==> src/hdl/pfra_pkg.sv <==
// Package with the shared types, codes and constants of the page frame allocator.
`default_nettype none

package pfra_pkg;

    localparam int PFRA_MAX_PAGES   = 65536;
    localparam int PFRA_COUNT_LIMIT = 255;
    localparam int PFRA_INDEX_SPAN  = 65536;

    localparam logic [16:0] PFRA_FREE_MAX    = 17'h1FFFF;
    localparam logic [15:0] PFRA_START_RESET = 16'd256;
    localparam logic [16:0] PFRA_TOTAL_RESET = 17'h10000;

    localparam logic CFG_START_PAGE  = 1'b0;
    localparam logic CFG_TOTAL_PAGES = 1'b1;

    typedef enum logic [2:0] {
        CMD_ALLOC   = 3'd0,
        CMD_RELEASE = 3'd1,
        CMD_SHARE   = 3'd2,
        CMD_QUERY   = 3'd3,
        CMD_INIT    = 3'd4
    } pfra_op_t;

    typedef enum logic [2:0] {
        ST_OK       = 3'd0,
        ST_OOM      = 3'd1,
        ST_RANGE    = 3'd2,
        ST_UNUSED   = 3'd3,
        ST_OVERFLOW = 3'd4
    } pfra_status_t;

    typedef enum logic [2:0] {
        RES_NONE   = 3'd0,
        RES_REJECT = 3'd1,
        RES_ALLOC  = 3'd2,
        RES_RMW    = 3'd3,
        RES_INIT   = 3'd4
    } pfra_res_t;

    typedef struct packed {
        logic [2:0]  cmd;
        logic [15:0] page_index;
    } pfra_in_t;

    typedef struct packed {
        logic [15:0] page_out;
        logic [7:0]  ref_count;
        logic [16:0] free_count;
        logic [2:0]  status;
    } pfra_out_t;

    typedef struct packed {
        logic      load_item;
        logic      clr_start;
        logic      clr_step;
        logic      scan_step;
        logic      rmw_read;
        pfra_res_t res_sel;
        logic      out_load;
    } pfra_cmd_t;

    typedef struct packed {
        logic in_alloc;
        logic in_init;
        logic in_rmw;
        logic alloc_empty;
        logic clr_last;
        logic scan_found;
        logic scan_exhausted;
        logic out_free;
    } pfra_stat_t;

endpackage

`default_nettype wire

==> src/hdl/pfra_ctrl.sv <==
// Controller state machine of the page frame allocator.
`default_nettype none

module pfra_ctrl
    import pfra_pkg::*;
(
    input  wire logic       clk,
    input  wire logic       rst_n,
    input  wire logic       in_valid,
    output logic            in_stall,
    input  wire pfra_stat_t stat,
    output pfra_cmd_t       cmd
);

    typedef enum logic [7:0] {
        S_RST_CLR  = 8'b0000_0001,
        S_IDLE     = 8'b0000_0010,
        S_SCAN     = 8'b0000_0100,
        S_RD       = 8'b0000_1000,
        S_MOD      = 8'b0001_0000,
        S_INIT_CLR = 8'b0010_0000,
        S_REJ      = 8'b0100_0000,
        S_OUT      = 8'b1000_0000
    } pfra_state_t;

    pfra_state_t state_reg;
    pfra_state_t state_next;
    logic        accept;

    assign accept   = in_valid && (state_reg == S_IDLE);
    assign in_stall = (state_reg != S_IDLE);

    always_comb
    begin
        state_next    = state_reg;
        cmd.load_item = 1'b0;
        cmd.clr_start = 1'b0;
        cmd.clr_step  = 1'b0;
        cmd.scan_step = 1'b0;
        cmd.rmw_read  = 1'b0;
        cmd.res_sel   = RES_NONE;
        cmd.out_load  = 1'b0;

        case (state_reg)
            S_RST_CLR:
            begin
                cmd.clr_step = 1'b1;
                if (stat.clr_last)
                begin
                    state_next = S_IDLE;
                end
            end
            S_IDLE:
            begin
                if (accept)
                begin
                    cmd.load_item = 1'b1;
                    if (stat.in_init)
                    begin
                        cmd.clr_start = 1'b1;
                        state_next    = S_INIT_CLR;
                    end
                    else if (stat.in_alloc)
                    begin
                        state_next = stat.alloc_empty ? S_REJ : S_SCAN;
                    end
                    else if (stat.in_rmw)
                    begin
                        state_next = S_RD;
                    end
                    else
                    begin
                        state_next = S_REJ;
                    end
                end
            end
            S_SCAN:
            begin
                cmd.scan_step = 1'b1;
                if (stat.scan_found)
                begin
                    cmd.res_sel = RES_ALLOC;
                    state_next  = S_OUT;
                end
                else if (stat.scan_exhausted)
                begin
                    cmd.res_sel = RES_REJECT;
                    state_next  = S_OUT;
                end
            end
            S_RD:
            begin
                cmd.rmw_read = 1'b1;
                state_next   = S_MOD;
            end
            S_MOD:
            begin
                cmd.res_sel = RES_RMW;
                state_next  = S_OUT;
            end
            S_INIT_CLR:
            begin
                cmd.clr_step = 1'b1;
                if (stat.clr_last)
                begin
                    cmd.res_sel = RES_INIT;
                    state_next  = S_OUT;
                end
            end
            S_REJ:
            begin
                cmd.res_sel = RES_REJECT;
                state_next  = S_OUT;
            end
            S_OUT:
            begin
                if (stat.out_free)
                begin
                    cmd.out_load = 1'b1;
                    state_next   = S_IDLE;
                end
            end
            default:
            begin
                state_next = S_IDLE;
            end
        endcase
    end

    always_ff @(posedge clk or negedge rst_n)
    begin
        if (!rst_n)
        begin
            state_reg <= S_RST_CLR;
        end
        else
        begin
            state_reg <= state_next;
        end
    end

    a_accept_leaves_idle: assert property (@(posedge clk) disable iff (!rst_n)
        accept |=> (state_reg != S_IDLE))
        else $error("item accepted without starting work");

    a_out_returns_idle: assert property (@(posedge clk) disable iff (!rst_n)
        ((state_reg == S_OUT) && stat.out_free) |=> (state_reg == S_IDLE))
        else $error("result handoff did not return to idle");

endmodule

`default_nettype wire

==> config.mk <==
export PLATFORM = sky130hd
export DESIGN_NAME = pfra_ctrl
export DESIGN_NICKNAME = d
export VERILOG_FILES = /design/src/hdl/pfra_pkg.sv /design/src/hdl/pfra_ctrl.sv
export SDC_FILE = /design/constraint.sdc
export NUM_CORES = 1
export LEC_CHECK = 0
export BUFFER_PORTS_ARGS = -buffer_cell sky130_fd_sc_hd__buf_2
export CORE_MARGIN = 5
export CORE_UTILIZATION = 30
export CTS_BUF_LIST = sky130_fd_sc_hd__clkbuf_8
export DETAILED_ROUTE_END_ITERATION = 8
export MAX_ROUTING_LAYER = met4
export PLACE_DENSITY = 0.52
export SKIP_LAST_GASP = 1
export SLEW_MARGIN = 10
export SYNTH_ARGS = -nofsm -noshare
export SYNTH_HDL_FRONTEND = slang
export SYNTH_SLANG_ARGS = --single-unit
==> constraint.sdc <==
create_clock -name clk -period 1.8 [get_ports clk]
set_input_delay 0.18 -clock clk [delete_from_list [all_inputs] [get_ports clk]]
set_output_delay 0.18 -clock clk [all_outputs]
set_load 0.01 [all_outputs]
==> flow_summary.ini, run 1 <==
[worst_setup_path]
critPathCaptureType = output pin
start_kind = flop
critPathKind = flop to output pin
arrival_ns = 1.59
crit_required_ns = 1.62
worst-path-max-fanout = 9

[grt]
grt_start_max_net_pins = 10
grt_pass1_vias = 610
grt_pass1_wl_microns = 2730
grt_remaining_overflow = 0
grtUsageTotal_pct = 11.6
antenna_found_initial = 0

[placed_design]
io_buffers = 20
dpl_worst_slack_ns = 0.227
hpwlAfterDp_microns = 1290
dpl_cell_area_sq_um = 757
place_inst = 116
gp_congestion = 0.826

[route]
vias = 632
dr.first_iter.drc_count = 12
routed_wl_microns = 1620
drc = 0
dr.pass1.iters = 5
drtAntennaViolNets = 0
routed_via_density = 5.10
wl_per_cell_microns = 13.1

[pwr]
p_per_area_nw_per_um2 = 1240
ir_drop_uv = 558
power.share.sequential_pct = 26.3
p_comb_share_pct = 53.2
clockPowerShare_pct = 20.5
sw_frac_of_total_pct = 36.7
p_leak_nw = 0.414
finalPower_mw = 1.06
p_int_mw = 0.672
switchingPower_mw = 0.389

[cells_and_area]
n_antenna_cell = 0
final_nets = 109
stdcell_count = 124
stdcell_area_sq_um = 853
largest_register_ffs = 8
area_growth_pct = 34.5
drive_gt1_share_pct = 48.5

[run]
cap_violations = 0

[logic_synthesis]
synth.top_cells.by_count = 11 x nor2_1, 7 x dfrtp_1, 5 x nor2b_1
ys_async_sr_fraction_pct = 100
ys.flop_type = dfrtp_1
synth.yosys.seq_area_share_pct = 31.8
synth_area_sq_um = 634
synth_top_area_cell = dfrtp_1
synthCells = 69
synth_most_common_cell = nor2_1
synth-edff-count = 0
ys_top_cells_by_area = dfrtp_1 28%, nor2_1 6.5%, nor2b_1 4.9%, dfstp_2 4.1%, and4b_2 3.6%
synth.avg_cell_area_sq_um = 9.19
ys_types = 37
synthesis.nets = 80
synth.ff_latch_count = 8
synth.top_cell.area_share_pct = 27.6
synth_warnings = 0

[timing]
rsz0062_at_grt = yes
fin_worst_skew_ns = 0.00530
slew_viol_final = 0
worst_pin_slew_ns = 0.328
timing.final.ws_setup_ns = 0.0259
finalHoldViolations = 0
layout_min_cycle_time_ns = 1.77
finalSetupViolations = 0
whs_ns = 0.178
relSlewSlack_pct = 77.8
finalCritPeriodShare_pct = 98.6
max_freq_mhz = 564

[floorplan]
core_sq_um = 1980
die_w_microns = 56.0
dieHeight_microns = 56.0
pin_count = 21
fp.dieArea_sq_um = 3130
start_util_pct = 32.0
rows = 16

[clock_tree]
cts_tree = done
clk_pin_slew_ns = 0.04
clock_sinks = 8
htree_levels = 1
cts_buffers = 3
cts_root_buffer = clkbuf_8
clock_path_buffers = 2
worstSkewPairLatency_ns = 0.23

[outcome]
status = finished clean

[hold_path]
min_path_type = primary input to flop
[routing by layer]
metal,vias to the layer above,GRT usage [%],part of all wire (%)
li1,309,-,-
met1,294,14.0,45
met2,22,16.4,45
met3,7,2.55,5.9
met4,0,9.15,4.1
met5,-,-,0
[critical path: stages, from the launching register on]
cell      delay (ns)
dfrtp_1         0.48
nor3_2          0.30
nor4bb_1        0.39
buf_2           0.20
[repair_timing]
item | CTS | global route
endpoints found under the hold margin | 7 | 0
hold buffers | 1 | 0
pin swaps | 2 | 1
buffers inserted | 3 | 0
setup endpoints to repair | 1 | 7
resized for setup | 1 | 4
[power by group through the flow]
stage                     combinational (mW)  sequential, mW  clock [mW]
after floorplan                        0.371           0.240           0
after global placement                 0.474           0.271           0
after detailed placement               0.479           0.271           0
after CTS                              0.551           0.271       0.223
after global routing                   0.622           0.284       0.233
final                                  0.565           0.279       0.218
[path summary, 6_finish.rpt]
kind | startpoint | to | slack (ns) | depth (start not counted)
hold / removal | stat[3] | state_reg[5] | 0.18 | 2
min in group asynchronous | rst_n | state_reg[7] | 0.32 | 2
setup reg to reg | state_reg[5] | state_reg[6] | 0.20 | 6
max in group asynchronous | rst_n | state_reg[0] | 1.24 | 2
hold reg to reg | state_reg[0] | state_reg[0] | 0.58 | 1
setup / recovery | state_reg[3] | cmd[6] | 0.03 | 3
[cells in the final DEF (no fill, tap or decap), drive strengths merged, types with 2 or more instances in the layout]
master  synthesis  layout
and4b           3       3
nand2           2       2
nor2b           5       5
nor2           11      11
buf             2      27
o21a            2       2
xnor2           2       2
inv             4       5
nand4           2       2
nor3            3       3
and3            2       2
o21ai           2       2
dfrtp           7       7
a32o            2       2
nor4            3       3
clkbuf          2       3
[final cells by class]
class,count,area [sq um]
timing repair buffer,28,163
clock buffer,3,41.3
clock inverter,1,3.75
sequential,8,204
fill,202,1130
tap,27,33.8
multi-input combinational,53,393
inverter,4,15.0
[cells by family (layout without fill, tap and decap cells)]
kind of cell	count (synthesis)	count (layout)	synth area share, %
buf+inv	8	36	8.88
simple gates	39	39	42.0
compound gates	12	12	14.6
flops	8	8	31.8
xor+xnor	2	2	2.76
[stage by stage]
stage	utilization, %	setup TNS, ns
3_5_place_dp	38.2	0
2_1_floorplan	-	0
4_1_cts	42.2	0
5_1_grt	43.1	-0.0528
6_report	43.1	0
3_3_place_gp	38.2	0
Note: power is estimated with default switching activity, not from simulation.
==> inputs of run 2 (changes only) <==
Settings changed: SLEW_MARGIN 10 to 20.
Clock period 1.8 ns to 2.1 ns, I/O delays scaled along.
==> run 2 against run 1 <==
Compared with the run above: register-to-register slack gained 0.27 ns; non-clock buffer count is 6 lower; critical path depth increased by 1; power is 24% lower; sequential power fell by 12%; sequential share of layout area grew 1.4 points; via count decreased by 6.5%; final cell count shrank 4.8%; critical path type unchanged; largest power group unchanged.
==> flow_summary.ini, run 2 (synthesized netlist as in run 1, its figures left out) <==
[worst_setup_path]
crit_family = simple AND/OR/NAND/NOR gates
path_buf_inv = 1
critPathKind = flop to output pin
path_cells = nor4_4, and4b_4, and3_4, buf_2
cp_slowest_cell = dfrtp_1
crit_required_ns = 1.89
worst-path-max-fanout = 8
slowest_delay_ns = 0.49
start_kind = flop
critPathCaptureType = output pin
arrival_ns = 1.81

[route]
vias = 591
drtAntennaViolNets = 0
drc = 0
routed_via_density = 5.01
dr.first_iter.drc_count = 12
dr.pass1.iters = 4
wl_per_cell_microns = 13.2
routed_wl_microns = 1560

[pwr]
ir_drop_uv = 341
switchingPower_mw = 0.320
p_comb_share_pct = 46.0
clockPowerShare_pct = 23.7
power.share.sequential_pct = 30.3
p_int_mw = 0.492
p_leak_nw = 0.382
sw_frac_of_total_pct = 39.4
p_per_area_nw_per_um2 = 1020

[timing]
worst_pin_slew_ns = 0.365
fin_setup_tns_ns = 0
fin_worst_skew_ns = 0.00142
rsz0062_at_grt = no
finalHoldViolations = 0
layout_min_cycle_time_ns = 2.02
finalSetupViolations = 0
finalCritPeriodShare_pct = 96.2
relSlewSlack_pct = 75.5
slew_viol_final = 0
max_freq_mhz = 495

[run]
cap_violations = 0

[clock_tree]
htree_levels = 1
clk_pin_slew_ns = 0.04
cts_tree = done
cts_buffers = 3
cts_root_buffer = clkbuf_8
clock_path_buffers = 2
worstSkewPairLatency_ns = 0.23
postCtsSetupRepairBufs = 0
clock_sinks = 8

[grt]
grtUsageTotal_pct = 11.1
grt_pass1_vias = 565
grt_remaining_overflow = 0
grt_start_max_net_pins = 10
antenna_found_initial = 0
grt_pass1_wl_microns = 2620

[cells_and_area]
final_nets = 103
layout_commonest_cell = buf_2
area_growth_pct = 25.4
largest_register_ffs = 8
final_cell_mix = 20 x buf_2, 11 x nor2_1, 7 x dfrtp_1
n_antenna_cell = 0
fin_util_pct = 40.2
drive_gt1_share_pct = 40.7

[floorplan]
die_w_microns = 56.0
fp.dieArea_sq_um = 3130
core_sq_um = 1980
start_util_pct = 32.0
dieHeight_microns = 56.0
pin_count = 21
rows = 16

[placed_design]
io_buffers = 20
hpwlAfterDp_microns = 1250
gp_congestion = 0.839

[hold_path]
min_path_type = primary input to flop

[outcome]
status = finished clean
==> run 2: cell types whose count changed in the layout (fill, tap and decap cells not counted) <==
cell and change:
dfrtp_2 -2, nor3_1 +2, buf_4 -6, nor3_2 -2, dfrtp_1 +2
==> run 2: what timing repair did <==
item                                    CTS  global route
endpoints found under the hold margin     7             0
endpoints found under the setup margin    0             2
gates resized for setup                   0             1
hold buffers                              1             0
==> run 2: power by group through the flow <==
stage               Sequential [mW]  Clock [mW]  Combinational (mW)
detailed placement            0.245           0               0.371
CTS                           0.243       0.198               0.374
global route                  0.254       0.204               0.422
floorplan                     0.206           0               0.318
global placement              0.244           0               0.369
finish                        0.246       0.192               0.373
==> run 2: worst paths after layout <==
path                       slack (ns)            to  cells past startpoint    startpoint
min                              0.20  state_reg[5]                      2       stat[3]
min in group asynchronous        0.35  state_reg[7]                      2         rst_n
min reg2reg                      0.57  state_reg[0]                      1  state_reg[0]
max                              0.08        cmd[7]                      4  state_reg[5]
max in group asynchronous        1.50  state_reg[0]                      2         rst_n
max reg2reg                      0.47  state_reg[5]                      4  state_reg[5]
==> run 2: through the flow <==
step	std cells	area (sq um)	hold slack, ns	power (mW)	worst slack (ns)
final	118	796	0.196	0.812	0.0806
after global routing	118	796	0.215	0.881	0.00931
after CTS	118	790	0.199	0.815	0.0725
after detailed placement	113	734	0.0706	0.616	0.331
after global placement	113	734	0.0646	0.613	0.330
after floorplan	69	634	-0.0856	0.524	0.588
==> run 2: area by class of cell <==
cell class | instances | area, sq um
clock buffers | 3 | 41.3
clock inverters | 1 | 3.75
fillers | 211 | 1190
inverters | 4 | 15.0
multi-input cells | 53 | 383
flip-flops and latches | 8 | 201
well taps | 27 | 33.8
repair buffers | 22 | 118
==> run 2: metal layers <==
| layer | GRT usage [%] | share of wire, % |
|---|---|---|
| met1 | 13.8 | 46 |
| met5 | - | 0 |
| met2 | 15.4 | 47 |
| met3 | 3.48 | 6.5 |
| met4 | 6.78 | 0.64 |
==> inputs of run 3 (changes only) <==
Settings changed: ABC_AREA set to 1, CELL_PAD_IN_SITES_DETAIL_PLACEMENT set to 1, CELL_PAD_IN_SITES_GLOBAL_PLACEMENT set to 2, CORE_UTILIZATION 30 to 29, PLACE_DENSITY 0.52 to 0.85.
==> run 3 against run 2 <==
Compared with the run above: non-clock buffer count down 1; combinational power grew 74%; highest routed layer unchanged; sequential power is 7% lower; area after synthesis up 2.0%; clock skew barely moved; cell area increased by 5.2%; clock power is 2% higher; power rose by 32%; flip-flop and latch count stayed put; utilization is 1.6 points lower.
==> flow_summary.ini, run 3 <==
[outcome]
status = finished clean

[clock_tree]
cts_root_buffer = clkbuf_8
cts_tree = done
htree_levels = 1
clock_sinks = 8
clk_pin_slew_ns = 0.04
clock_path_buffers = 2
worstSkewPairLatency_ns = 0.23
cts_resized = 0
cts_buffers = 3

[grt]
grt_remaining_overflow = 0
grtUsageTotal_pct = 13.0
grt_pass1_wl_microns = 3060
grt_pass1_vias = 678
grt_start_max_net_pins = 9
antenna_found_initial = 0

[route]
drtAntennaViolNets = 0
drc = 0
wl_per_cell_microns = 12.2
routed_via_density = 4.47
vias = 652
dr.pass1.iters = 4
routed_wl_microns = 1780
dr.first_iter.drc_count = 6

[timing]
fin_setup_tns_ns = 0
fin_worst_skew_ns = 0.00104
layout_min_cycle_time_ns = 1.57
finalCritPeriodShare_pct = 74.9
timing.final.ws_setup_ns = 0.528
rsz0062_at_grt = no
finalSetupViolations = 0
finalHoldViolations = 0
max_freq_mhz = 636
slew_viol_final = 0
relSlewSlack_pct = 84.6
worst_pin_slew_ns = 0.229

[logic_synthesis]
synthCells = 93
synth.yosys.seq_area_share_pct = 31.1
synth_area_sq_um = 647
synth.top_cells.by_count = 20 x nand2_1, 14 x nor2_1, 10 x inv_2
ys_async_sr_fraction_pct = 100
synth-edff-count = 0
ys_types = 22
ys.flop_type = dfrtp_1
synth.top_cell.area_share_pct = 27.1
synth.avg_cell_area_sq_um = 6.96
synthesis.nets = 104
synth.ff_latch_count = 8
ys_top_cells_by_area = dfrtp_1 27%, nand2_1 12%, nor2_1 8.1%, nand3_2 6.2%, inv_2 5.8%
synth_warnings = 0
synth_top_area_cell = dfrtp_1
synth_most_common_cell = nand2_1

[cells_and_area]
stdcell_count = 146
final_cell_mix = 20 x nand2_1, 20 x buf_2, 14 x nor2_1
n_antenna_cell = 0
area_growth_pct = 29.4
largest_register_ffs = 8
drive_gt1_share_pct = 44.9
multiInputGateArea_sq_um = 370
layout.area.seq_sq_um = 201
fillers = 301
final_nets = 130
stdcell_area_sq_um = 837

[floorplan]
start_util_pct = 29.8
die_w_microns = 57.2
dieHeight_microns = 57.2
pin_count = 21
core_sq_um = 2170
fp.dieArea_sq_um = 3280
rows = 17

[worst_setup_path]
rr_endpoint = state_reg[1]
critPathCaptureType = output pin
r2r-start = state_reg[0]
start_kind = flop
worst-path-max-fanout = 5
critPathKind = flop to output pin
reg2reg_slack_ns = 0.78
worstRegToRegCells = 8
arrival_ns = 1.36
crit_required_ns = 1.89

[placed_design]
dpl_worst_slack_ns = 0.734
gp_congestion = 0.785
io_buffers = 20
place_inst = 141
dpl_cell_area_sq_um = 782
hpwlAfterDp_microns = 1540

[hold_path]
min_path_type = primary input to flop
hold_start = stat[3]
hold_depth = 2
hold-path-endpoint = state_reg[0]

[pwr]
p_leak_nw = 0.487
p_per_area_nw_per_um2 = 1280
ir_drop_uv = 553
finalPower_mw = 1.07

[run]
cap_violations = 0
==> run 3: cell count changes in the layout (fill, tap and decap cells not counted), moves of 3 or more <==
cell / change
nor2_1: +3
nand3_1: +4
nand2_1: +18
nand2_2: +5
inv_1: +5
inv_2: +10
nor2b_1: -5
nor2_2: +3
nand3_2: +4
==> run 3: where the power goes <==
| group | internal [mW] | switching (mW) | total, mW |
|---|---|---|---|
| Combinational | 0.226 | 0.422 | 0.648 |
| Clock | 0.127 | 0.0683 | 0.196 |
| Sequential | 0.194 | 0.0363 | 0.230 |
| Total | 0.548 | 0.527 | 1.07 |
==> run 3: final cells by class <==
| type | count | share of cell area [%] |
|---|---|---|
| clock inverters | 1 | 0.448 |
| flip-flops and latches | 8 | 24.1 |
| inverters | 20 | 8.97 |
| clock buffers | 3 | 4.93 |
| multi-input cells | 65 | 44.2 |
| repair buffers | 21 | 13.2 |
| well taps | 28 | 4.19 |
==> run 3: worst max-delay path, stage by stage, from the launching register on <==
cell and delay (ns):
dfrtp_1 0.41, inv_2 0.09, nand2_4 0.07, nor2_8 0.15, nand2_2 0.11, nor3_2 0.14
buf_2 0.16
==> run 3: worst max-delay path by stage <==
stage | start | endpoint | slack (ns) | cells after the start
after floorplan | state_reg[1] | cmd[0] | 0.83 | 5
after global placement | state_reg[0] | state_reg[6] | 0.78 | 8
after detailed placement | state_reg[1] | cmd[0] | 0.73 | 6
after CTS | state_reg[1] | cmd[0] | 0.49 | 6
after global routing | state_reg[1] | cmd[2] | 0.41 | 6
final | state_reg[6] | cmd[7] | 0.53 | 6
==> run 3: cells by family after synthesis <==
| group | count (synthesis) | synth area share (%) |
|---|---|---|
| and+or+nand+nor | 61 | 53.2 |
| AOI/OAI and AO/OA | 4 | 4.06 |
| buffers and inverters | 20 | 11.6 |
| DFF | 8 | 31.1 |
==> run 3: metal layers <==
layer	global-route usage (%)	up-vias	wire length, microns
li1	-	330	-
met1	13.5	299	764
met2	21.2	18	881
met3	2.04	5	64
met5	-	-	0
met4	10.9	0	70
==> run 3: timing repair <==
item	4_1_cts	5_1_grt
hold buffers	1	0
buffers inserted	0	0
endpoints found under the hold margin	7	0
==> run 3: stage by stage <==
step	util, %	hold slack [ns]
after floorplan	-	-0.0856
after global placement	36.0	0.0626
after detailed placement	36.0	0.0684
after CTS	38.6	0.150
after global routing	38.6	0.165
final	38.6	0.151
